`src/design/hsk_pkg.sv`:
```
package hsk_pkg;

    // capacity of the value store
    localparam int MAX_ITEMS = 64;

    localparam int DATA_W = 32;
    localparam int IDX_W  = $clog2(MAX_ITEMS);
    localparam int CNT_W  = IDX_W + 1;
    localparam int RANK_W = 7;
    localparam int KCMP_W = (CNT_W > RANK_W) ? CNT_W : RANK_W;

    // APB register map
    localparam int APB_AW    = 3;
    localparam int APB_DW    = 32;
    localparam int REG_KTH   = 0;

    typedef logic signed [DATA_W-1:0] t_value;
    typedef logic [IDX_W-1:0]         t_idx;
    typedef logic [CNT_W-1:0]         t_cnt;
    typedef logic [RANK_W-1:0]        t_rank;
    typedef logic [KCMP_W-1:0]        t_kcmp;

    typedef enum logic [3:0] {
        ST_LOAD,
        ST_BSTART,
        ST_BCUR,
        ST_RDL,
        ST_RDR,
        ST_CMP,
        ST_ERD0,
        ST_ERDE,
        ST_ESWAP,
        ST_ORD,
        ST_OWAIT
    } t_state;

    typedef struct packed {
        logic   we;
        t_idx   waddr;
        t_value wdata;
        t_idx   raddr;
    } t_ram_req;

endpackage

```
`src/design/heap_sort_with_kth_largest.sv`:
```
// Heap sort with kth-largest flag. Signed 32-bit values stream in on the
// slave side, one per transfer, up to 64 per set; values past 64 are
// dropped. The transfer with tlast closes the set: the block builds a max
// heap in its 64x32 RAM, sorts it in place, then streams the set out in
// ascending order on the master side, tlast on the final value and tuser
// on the kth largest (kth_rank register at APB address 0, reset 1; 0 acts
// as 1, a rank at or above the set size flags the smallest value).
// Values are accepted back to back while loading. After the tlast transfer
// the sort runs with slave tready low: each sift-down level steps through
// left read, right read, then compare and write back on the single-port-
// read RAM, after a fetch of the sift start, and each extract swap reads
// the root, reads the end and writes the swap. Readout moves each value
// from the RAM read register to the output register; master stalls hold it.
// The final result sits in an output register, so the next set's loading
// starts while it waits. No clearing pass is needed after reset.
module heap_sort_with_kth_largest (
    input  logic                       i_clk,
    input  logic                       i_rst_n,
    // input stream
    input  logic                       i_s_tvalid,
    output logic                       o_s_tready,
    input  logic [31:0]                i_s_tdata,   // [31:0] value
    input  logic                       i_s_tlast,   // last value of the set
    // sorted stream
    output logic                       o_m_tvalid,
    input  logic                       i_m_tready,
    output logic [31:0]                o_m_tdata,   // [31:0] sorted_value
    output logic                       o_m_tuser,   // [0] is_kth
    output logic                       o_m_tlast,   // end_of_run
    // configuration
    input  logic                       i_psel,
    input  logic                       i_penable,
    input  logic                       i_pwrite,
    input  logic [hsk_pkg::APB_AW-1:0] i_paddr,
    input  logic [hsk_pkg::APB_DW-1:0] i_pwdata,
    output logic [hsk_pkg::APB_DW-1:0] o_prdata,
    output logic                       o_pready
);

    hsk_pkg::t_rank    r_kth_rank;
    hsk_pkg::t_ram_req ram_req;
    hsk_pkg::t_value   ram_rdata;
    logic              sel_kth;
    logic [hsk_pkg::DATA_W-1:0] rdata_raw;

    // word-addressed register decode
    assign sel_kth  = (i_paddr[hsk_pkg::APB_AW-1:2]
                       == (hsk_pkg::APB_AW - 2)'(hsk_pkg::REG_KTH));
    assign o_pready = 1'b1;
    assign o_prdata = sel_kth ? hsk_pkg::APB_DW'(r_kth_rank) : '0;

    always_ff @(posedge i_clk) begin
        if (!i_rst_n) begin
            r_kth_rank <= hsk_pkg::t_rank'(1);
        end else if (i_psel && i_penable && i_pwrite && o_pready && sel_kth) begin
            r_kth_rank <= i_pwdata[hsk_pkg::RANK_W-1:0];
        end
    end

    hsk_engine u_engine (
        .i_clk       (i_clk),
        .i_rst_n     (i_rst_n),
        .i_s_tvalid  (i_s_tvalid),
        .o_s_tready  (o_s_tready),
        .i_s_tdata   (i_s_tdata),
        .i_s_tlast   (i_s_tlast),
        .o_m_tvalid  (o_m_tvalid),
        .i_m_tready  (i_m_tready),
        .o_m_tdata   (o_m_tdata),
        .o_m_tuser   (o_m_tuser),
        .o_m_tlast   (o_m_tlast),
        .i_kth_rank  (r_kth_rank),
        .o_ram_req   (ram_req),
        .i_ram_rdata (ram_rdata)
    );

    // heap storage
    hsk_ram #(
        .WIDTH (hsk_pkg::DATA_W),
        .DEPTH (hsk_pkg::MAX_ITEMS)
    ) u_heap_ram (
        .i_clk   (i_clk),
        .i_we    (ram_req.we),
        .i_waddr (ram_req.waddr),
        .i_wdata (ram_req.wdata),
        .i_raddr (ram_req.raddr),
        .o_rdata (rdata_raw)
    );

    assign ram_rdata = hsk_pkg::t_value'(rdata_raw);

endmodule

```
`src/design/hsk_ram.sv`:
```
module hsk_ram #(
    parameter int WIDTH = 32,
    parameter int DEPTH = 64
) (
    input  logic                     i_clk,
    input  logic                     i_we,
    input  logic [$clog2(DEPTH)-1:0] i_waddr,
    input  logic [WIDTH-1:0]         i_wdata,
    input  logic [$clog2(DEPTH)-1:0] i_raddr,
    output logic [WIDTH-1:0]         o_rdata
);

    logic [WIDTH-1:0] r_mem [DEPTH];
    logic [WIDTH-1:0] r_rdata;

    always_ff @(posedge i_clk) begin
        if (i_we) begin
            r_mem[i_waddr] <= i_wdata;
        end
        r_rdata <= r_mem[i_raddr];
    end

    assign o_rdata = r_rdata;

endmodule

```
`src/design/hsk_engine.sv`:
```
module hsk_engine (
    input  logic              i_clk,
    input  logic              i_rst_n,
    input  logic              i_s_tvalid,
    output logic              o_s_tready,
    input  logic [31:0]       i_s_tdata,   // [31:0] value
    input  logic              i_s_tlast,
    output logic              o_m_tvalid,
    input  logic              i_m_tready,
    output logic [31:0]       o_m_tdata,   // [31:0] sorted_value
    output logic              o_m_tuser,   // [0] is_kth
    output logic              o_m_tlast,
    input  hsk_pkg::t_rank    i_kth_rank,
    output hsk_pkg::t_ram_req o_ram_req,
    input  hsk_pkg::t_value   i_ram_rdata
);

    hsk_pkg::t_state r_state, n_state;
    hsk_pkg::t_cnt   r_count, n_count;
    hsk_pkg::t_cnt   r_size, n_size;
    hsk_pkg::t_cnt   r_n, n_n;
    hsk_pkg::t_idx   r_b, n_b;
    hsk_pkg::t_idx   r_idx, n_idx;
    hsk_pkg::t_idx   r_j, n_j;
    hsk_pkg::t_idx   r_kpos, n_kpos;
    hsk_pkg::t_value r_cur, n_cur;
    hsk_pkg::t_value r_lval, n_lval;
    logic            r_build, n_build;
    logic            r_ovalid, n_ovalid;
    hsk_pkg::t_value r_odata, n_odata;
    logic            r_okth, n_okth;
    logic            r_olast, n_olast;

    hsk_pkg::t_cnt   lc, rc, total, last_cnt;
    logic            l_ok, r_ok, pick_r, stored, accept, out_free;
    hsk_pkg::t_value big_val;
    hsk_pkg::t_idx   big_idx;
    hsk_pkg::t_kcmp  k_eff, n_ext;
    hsk_pkg::t_ram_req ram;

    // children of the current sift position
    assign lc     = {r_idx, 1'b1};
    assign rc     = lc + hsk_pkg::t_cnt'(1);
    assign l_ok   = lc < r_size;
    assign r_ok   = rc < r_size;
    assign pick_r = r_ok && (i_ram_rdata > r_lval);
    assign big_val = pick_r ? i_ram_rdata : r_lval;
    assign big_idx = pick_r ? rc[hsk_pkg::IDX_W-1:0] : lc[hsk_pkg::IDX_W-1:0];

    assign o_s_tready = (r_state == hsk_pkg::ST_LOAD);
    assign accept   = i_s_tvalid && o_s_tready;
    assign stored   = r_count < hsk_pkg::t_cnt'(hsk_pkg::MAX_ITEMS);
    assign total    = r_count + hsk_pkg::t_cnt'(stored);
    assign last_cnt = r_n - hsk_pkg::t_cnt'(1);
    assign out_free = !r_ovalid || i_m_tready;

    assign k_eff = (i_kth_rank == '0) ? hsk_pkg::t_kcmp'(1) : hsk_pkg::t_kcmp'(i_kth_rank);
    assign n_ext = hsk_pkg::t_kcmp'(total);

    always_comb begin
        n_state  = r_state;
        n_count  = r_count;
        n_size   = r_size;
        n_n      = r_n;
        n_b      = r_b;
        n_idx    = r_idx;
        n_j      = r_j;
        n_kpos   = r_kpos;
        n_cur    = r_cur;
        n_lval   = r_lval;
        n_build  = r_build;
        n_odata  = r_odata;
        n_okth   = r_okth;
        n_olast  = r_olast;
        n_ovalid = r_ovalid && !i_m_tready;
        ram.we    = 1'b0;
        ram.waddr = r_idx;
        ram.wdata = r_cur;
        ram.raddr = r_j;

        unique case (r_state)
            hsk_pkg::ST_LOAD: begin
                if (accept) begin
                    ram.we    = stored;
                    ram.waddr = r_count[hsk_pkg::IDX_W-1:0];
                    ram.wdata = hsk_pkg::t_value'(i_s_tdata);
                    n_count   = total;
                    if (i_s_tlast) begin
                        n_count = '0;
                        n_size  = total;
                        n_n     = total;
                        n_j     = '0;
                        n_kpos  = (k_eff >= n_ext) ? '0
                                : hsk_pkg::t_idx'(n_ext - k_eff);
                        if (total > hsk_pkg::t_cnt'(1)) begin
                            n_b     = hsk_pkg::t_idx'((total - hsk_pkg::t_cnt'(2)) >> 1);
                            n_build = 1'b1;
                            n_state = hsk_pkg::ST_BSTART;
                        end else begin
                            n_state = hsk_pkg::ST_ORD;
                        end
                    end
                end
            end
            hsk_pkg::ST_BSTART: begin
                ram.raddr = r_b;
                n_state   = hsk_pkg::ST_BCUR;
            end
            hsk_pkg::ST_BCUR: begin
                n_cur   = i_ram_rdata;
                n_idx   = r_b;
                n_state = hsk_pkg::ST_RDL;
            end
            hsk_pkg::ST_RDL, hsk_pkg::ST_CMP: begin
                if (r_state == hsk_pkg::ST_RDL && l_ok) begin
                    ram.raddr = lc[hsk_pkg::IDX_W-1:0];
                    n_state   = hsk_pkg::ST_RDR;
                end else if (r_state == hsk_pkg::ST_CMP && big_val > r_cur) begin
                    // larger child moves up, hole moves down
                    ram.we    = 1'b1;
                    ram.wdata = big_val;
                    n_idx     = big_idx;
                    n_state   = hsk_pkg::ST_RDL;
                end else begin
                    // sift finished: drop the held value into the hole
                    ram.we = 1'b1;
                    if (r_build) begin
                        if (r_b == '0) begin
                            n_build = 1'b0;
                            n_state = hsk_pkg::ST_ERD0;
                        end else begin
                            n_b     = r_b - hsk_pkg::t_idx'(1);
                            n_state = hsk_pkg::ST_BSTART;
                        end
                    end else if (r_size > hsk_pkg::t_cnt'(1)) begin
                        n_state = hsk_pkg::ST_ERD0;
                    end else begin
                        n_state = hsk_pkg::ST_ORD;
                    end
                end
            end
            hsk_pkg::ST_RDR: begin
                ram.raddr = rc[hsk_pkg::IDX_W-1:0];
                n_lval    = i_ram_rdata;
                n_state   = hsk_pkg::ST_CMP;
            end
            hsk_pkg::ST_ERD0: begin
                ram.raddr = '0;
                n_state   = hsk_pkg::ST_ERDE;
            end
            hsk_pkg::ST_ERDE: begin
                ram.raddr = hsk_pkg::t_idx'(r_size - hsk_pkg::t_cnt'(1));
                n_lval    = i_ram_rdata;
                n_state   = hsk_pkg::ST_ESWAP;
            end
            hsk_pkg::ST_ESWAP: begin
                // old root goes to the end, old end becomes the held value
                ram.we    = 1'b1;
                ram.waddr = hsk_pkg::t_idx'(r_size - hsk_pkg::t_cnt'(1));
                ram.wdata = r_lval;
                n_cur     = i_ram_rdata;
                n_size    = r_size - hsk_pkg::t_cnt'(1);
                n_idx     = '0;
                n_state   = hsk_pkg::ST_RDL;
            end
            hsk_pkg::ST_ORD: begin
                ram.raddr = r_j;
                n_state   = hsk_pkg::ST_OWAIT;
            end
            hsk_pkg::ST_OWAIT: begin
                ram.raddr = r_j;
                if (out_free) begin
                    n_ovalid = 1'b1;
                    n_odata  = i_ram_rdata;
                    n_okth   = (r_j == r_kpos);
                    n_olast  = (hsk_pkg::t_cnt'(r_j) == last_cnt);
                    if (hsk_pkg::t_cnt'(r_j) == last_cnt) begin
                        n_state = hsk_pkg::ST_LOAD;
                    end else begin
                        n_j     = r_j + hsk_pkg::t_idx'(1);
                        n_state = hsk_pkg::ST_ORD;
                    end
                end
            end
            default: begin
                n_state = hsk_pkg::ST_LOAD;
            end
        endcase
    end

    always_ff @(posedge i_clk) begin
        if (!i_rst_n) begin
            r_state  <= hsk_pkg::ST_LOAD;
            r_count  <= '0;
            r_size   <= '0;
            r_n      <= '0;
            r_b      <= '0;
            r_idx    <= '0;
            r_j      <= '0;
            r_kpos   <= '0;
            r_build  <= 1'b0;
            r_ovalid <= 1'b0;
        end else begin
            r_state  <= n_state;
            r_count  <= n_count;
            r_size   <= n_size;
            r_n      <= n_n;
            r_b      <= n_b;
            r_idx    <= n_idx;
            r_j      <= n_j;
            r_kpos   <= n_kpos;
            r_build  <= n_build;
            r_ovalid <= n_ovalid;
        end
    end

    always_ff @(posedge i_clk) begin
        r_cur   <= n_cur;
        r_lval  <= n_lval;
        r_odata <= n_odata;
        r_okth  <= n_okth;
        r_olast <= n_olast;
    end

    assign o_ram_req  = ram;
    assign o_m_tvalid = r_ovalid;
    assign o_m_tdata  = r_odata;
    assign o_m_tuser  = r_okth;
    assign o_m_tlast  = r_olast;

endmodule

```
`config.mk`:
```
export PLATFORM = sky130hd
export DESIGN_NAME = heap_sort_with_kth_largest
export DESIGN_NICKNAME = d
export VERILOG_FILES = /design/src/design/hsk_pkg.sv /design/src/design/heap_sort_with_kth_largest.sv /design/src/design/hsk_ram.sv /design/src/design/hsk_engine.sv
export SDC_FILE = /design/constraint.sdc
export NUM_CORES = 2
export LEC_CHECK = 0
export BUFFER_PORTS_ARGS = -buffer_cell sky130_fd_sc_hd__buf_2
export CAP_MARGIN = 20
export CORE_ASPECT_RATIO = 0.8
export CORE_MARGIN = 4
export CORE_UTILIZATION = 63
export CTS_BUF_LIST = sky130_fd_sc_hd__clkbuf_8 sky130_fd_sc_hd__clkbuf_16
export DETAILED_ROUTE_END_ITERATION = 8
export GPL_ROUTABILITY_DRIVEN = 0
export PLACE_DENSITY_LB_ADDON = 0.12
export SLEW_MARGIN = 40
export SYNTH_ARGS = -nofsm -noshare
export SYNTH_HDL_FRONTEND = slang
export SYNTH_SLANG_ARGS = --single-unit
```
`constraint.sdc`:
```
create_clock -name i_clk -period 8.9 [get_ports i_clk]
set_input_delay 2.67 -clock i_clk [delete_from_list [all_inputs] [get_ports i_clk]]
set_output_delay 2.67 -clock i_clk [all_outputs]
set_load 0.03 [all_outputs]
```
==> flow_summary.ini <==
[critical_path]
cp_slowest_stage_delay_ps = 620
cp_max_fo = 64
reg2reg_slack_ps = 1210
endpoint_kind = flop
startpoint_type = flop
rr_startpoint = u_engine.r_idx[0]
r2r-end = u_heap_ram.r_mem[33][3]
cp_slowest_cell = dfxtp_1
worstPathCellList = inv_1 -> ha_1 -> nor2b_1 -> o21a_1 -> o21a_1 -> o311ai_1 -> nand3_1 -> or4_1 -> and2_4 -> buf_4 -> mux2i_1 -> inv_1 -> ha_1 -> nand4_1 -> nor4_1 -> o41ai_1 -> a31o_2 -> nand2_2 -> buf_4 -> o21ai_0 -> a22oi_2 -> buf_4
rr_worst_depth = 22
required_ps = 9430
path_common_cell = buf_4
path_class = flop to flop
cp_num_buf_inv = 5
cp-startpoint = u_engine.r_idx[0]
cpLargestDelayFamily = simple AND/OR/NAND/NOR gates
worstPathArrival_ps = 8220

[global_route]
grt-ovfl-total = 0
grt_max_degree = 150
grt_pass1_vias = 56919
grt_use_total = 0.3440
antenna_found_initial = 10
grt_pass1_wl_mm = 385.6

[sta]
drv_slew = 0
fin_crit_ps = 7688
rsz0062_at_grt = false
slew_headroom = 0.4036
skew_ps = 22.71
finalCritPeriodShare = 0.8639
hold_viol_final = 0
timing.fmax_ghz = 0.1301
worst_slew_pin_slew_ps = 894.6
setup_viol = 0
setup_tns_ps = 0

[finish]
seq_area_um2 = 66240
num-fill-cells = 9502
final_area_um2 = 102700
multi_input_area_um2 = 24190
fin_nets = 7027
area_growth_pct = 11.48
post_route_cells_drive_above_1_share = 0.1182

[cts]
ctsRootBufferMaster = clkbuf_16
tritoncts = yes
cts_setup_buffers = 0
clkTransAtPathRegs_ps = 60
clock_insertion_delay_worst_skew_ps = 850
clkSinkCount = 2236
cts_buffers = 202
ctsHoldBuffers = 0
clockBufferDepth = 3
htree_levels = 4
cts_resized = 0

[min_path]
worstHoldPathCells = 2
min_path_type = flop to flop
hp-start = u_engine.r_n[1]
hold_path_end = u_engine.r_n[1]

[yosys]
postSynth.asyncResetShare = 0
syn_area_um2 = 92080
netlist-cell-type-count = 90
synth_cells = 6784
ys_ff_latch = 2236
synth_edf_count = 2146
ys_seq_area_frac = 0.7194
syn_area_per_cell_um2 = 13.57
ys_warn_count = 0
synthFlopType = edfxtp_1

[routing]
first_iter_violations = 9943
ant_nets = 0
drc_errors = 0
routed_wl_mm = 266.6
drt_pass1_iterations = 7
vias = 61020
routed_via_density = 6.833
avgRoutedWirePerCell_um = 29.86

[die]
num_rows = 125
fp.dieH_um = 350.0
die_area_um2 = 152400
core_um2 = 145100
die_w_um = 435.4
start_util = 0.6345
io_pins = 144

[pwr]
leakagePower_nw = 35.45
pwr_density_cell_nw_per_um2 = 346.2
ir_drop_v = 0.0002678

[placed_design]
port_buffers = 90
hpwl_mm = 154.6
placed_cell_area_um2 = 96320

[status]
status = complete, no violations

[run]
drv_cap = 0
[synth_stat cells (7+ instances only)]
cell type | n | area (um^2)
nor4_1 | 45 | 281.5
o21a_1 | 10 | 75.07
a31oi_1 | 215 | 1345
nor2_1 | 163 | 611.8
nand2_1 | 1315 | 4936
a22oi_1 | 78 | 585.6
xor2_1 | 11 | 96.34
buf_1 | 55 | 206.5
nor3_1 | 47 | 235.2
a2111oi_0 | 38 | 332.8
mux4_2 | 55 | 1239
a221o_1 | 7 | 70.07
and2_1 | 9 | 56.30
a211oi_1 | 227 | 1704
o211a_1 | 7 | 70.07
ha_1 | 96 | 1201
o211ai_1 | 31 | 232.7
or4_1 | 9 | 67.56
a21o_1 | 20 | 150.1
or3_1 | 7 | 43.79
a221oi_1 | 9 | 78.83
a32oi_1 | 15 | 131.4
clkbuf_1 | 253 | 949.7
mux2i_1 | 135 | 1351
nand2b_1 | 11 | 68.82
a311oi_1 | 62 | 543.0
xnor2_1 | 26 | 227.7
a21oi_1 | 204 | 1021
buf_4 | 36 | 270.3
nand3_1 | 392 | 1962
o22ai_1 | 88 | 550.5
edfxtp_1 | 2146 | 64440
nand4_1 | 38 | 237.7
nor2b_1 | 24 | 150.1
inv_1 | 132 | 495.5
buf_2 | 147 | 735.7
dfxtp_1 | 90 | 1802
o21ai_0 | 120 | 600.6
and3_1 | 301 | 1883
[registers in the layout, summed over array words and instances (netlist names)]
register / count
u_engine.r_size: 7
u_engine.r_j: 6
u_engine.r_count: 7
u_engine.r_build: 1
u_engine.o_m_tdata: 32
u_engine.r_idx: 6
u_heap_ram.o_rdata: 32
u_engine.r_b: 6
u_engine.r_cur: 32
u_engine.r_state: 4
u_engine.o_m_tlast: 1
u_engine.r_n: 7
u_heap_ram.r_mem: 2048
u_engine.o_m_tvalid: 1
u_engine.o_m_tuser: 1
u_engine.r_kpos: 6
r_kth_rank: 7
u_engine.r_lval: 32
[kinds of logic after synthesis]
kind of cell	Yosys count	synth area share
AO/OA/AOI/OAI	1202	0.08870
flip-flops	2236	0.7194
AND/OR/NAND/NOR	2391	0.1173
other	2	0.00008156
XOR/XNOR	37	0.003519
buffers and inverters	625	0.02910
adder cells (fa/ha/maj)	97	0.01326
multiplexers	194	0.02862
[final cells by class]
type	count	share of cell area
Clock buffer	203	0.04948
Tap cell	1905	0.02322
Sequential cell	2236	0.6453
Antenna cell	4	0.00009750
Multi-Input combinational cell	3947	0.2357
Inverter	132	0.004826
Timing Repair Buffer	336	0.02989
Clock inverter	167	0.01153
[metrics by stage]
stage / hold slack (ps) / utilization / cells / total power, W / setup slack, ps
2_1_floorplan: 444.4 / - / 6808 / 0.02258 / 1601
3_3_place_gp: 461.8 / 0.6578 / 8515 / 0.02680 / 1293
3_5_place_dp: 470.0 / 0.6636 / 8553 / 0.02714 / 1467
4_1_cts: 478.4 / 0.7068 / 8923 / 0.03537 / 1431
5_1_grt: 519.1 / 0.7072 / 8926 / 0.03689 / 832.4
6_report: 477.8 / 0.7073 / 8930 / 0.03554 / 1212
[layer usage]
layer,vias up,global-route usage,share of wire
li1,25937,-,-
met1,30301,0.5021,0.38
met2,4243,0.5173,0.45
met3,535,0.06330,0.12
met4,4,0.1461,0.044
met5,-,0,0.00010
[tightest hold or removal path, cell delays in order, from the launching register on]
cell and delay [ps]:
dfxtp_1 320, nand2_1 60, a21oi_1 60
[where the power goes]
group          total (W)  internal, W  leakage (nW)  switching (W)
logic             0.0121      0.00320          12.0        0.00890
registers         0.0151       0.0148          20.2       0.000344
clock network    0.00834      0.00452          3.26        0.00382
[worst max-delay path by stage]
stage                                    to  cells after the start
floorplan           u_heap_ram.r_mem[0][10]                     24
global placement    u_heap_ram.r_mem[10][3]                     23
detailed placement  u_heap_ram.r_mem[33][3]                     22
CTS                 u_heap_ram.r_mem[37][3]                     22
global route        u_heap_ram.r_mem[13][3]                     23
finish              u_heap_ram.r_mem[33][3]                     22
[layout by cell type (no fill, tap or decap), drive strengths merged, types with 9 or more instances in the layout]
cell type and instances:
nor4 46, a221oi 11, a31oi 215, a311oi 62, dfxtp 90, a21oi 205
o211ai 31, a211oi 230, or4 9, and3 301, and2 9, nand2 1316
a2111oi 39, a21o 20, a22oi 79, a32oi 15, nand2b 11, nor2b 24
clkinv 85, o21a 10, conb 26, ha 96, edfxtp 2146, mux2i 135
nand3 392, inv 194, nor2 164, clkbuf 203, nand4 38, xnor2 26
o22ai 88, mux4 55, nor3 50, buf 336, o21ai 121, xor2 11
bufinv 13
Power figures use the tool's default switching activity.
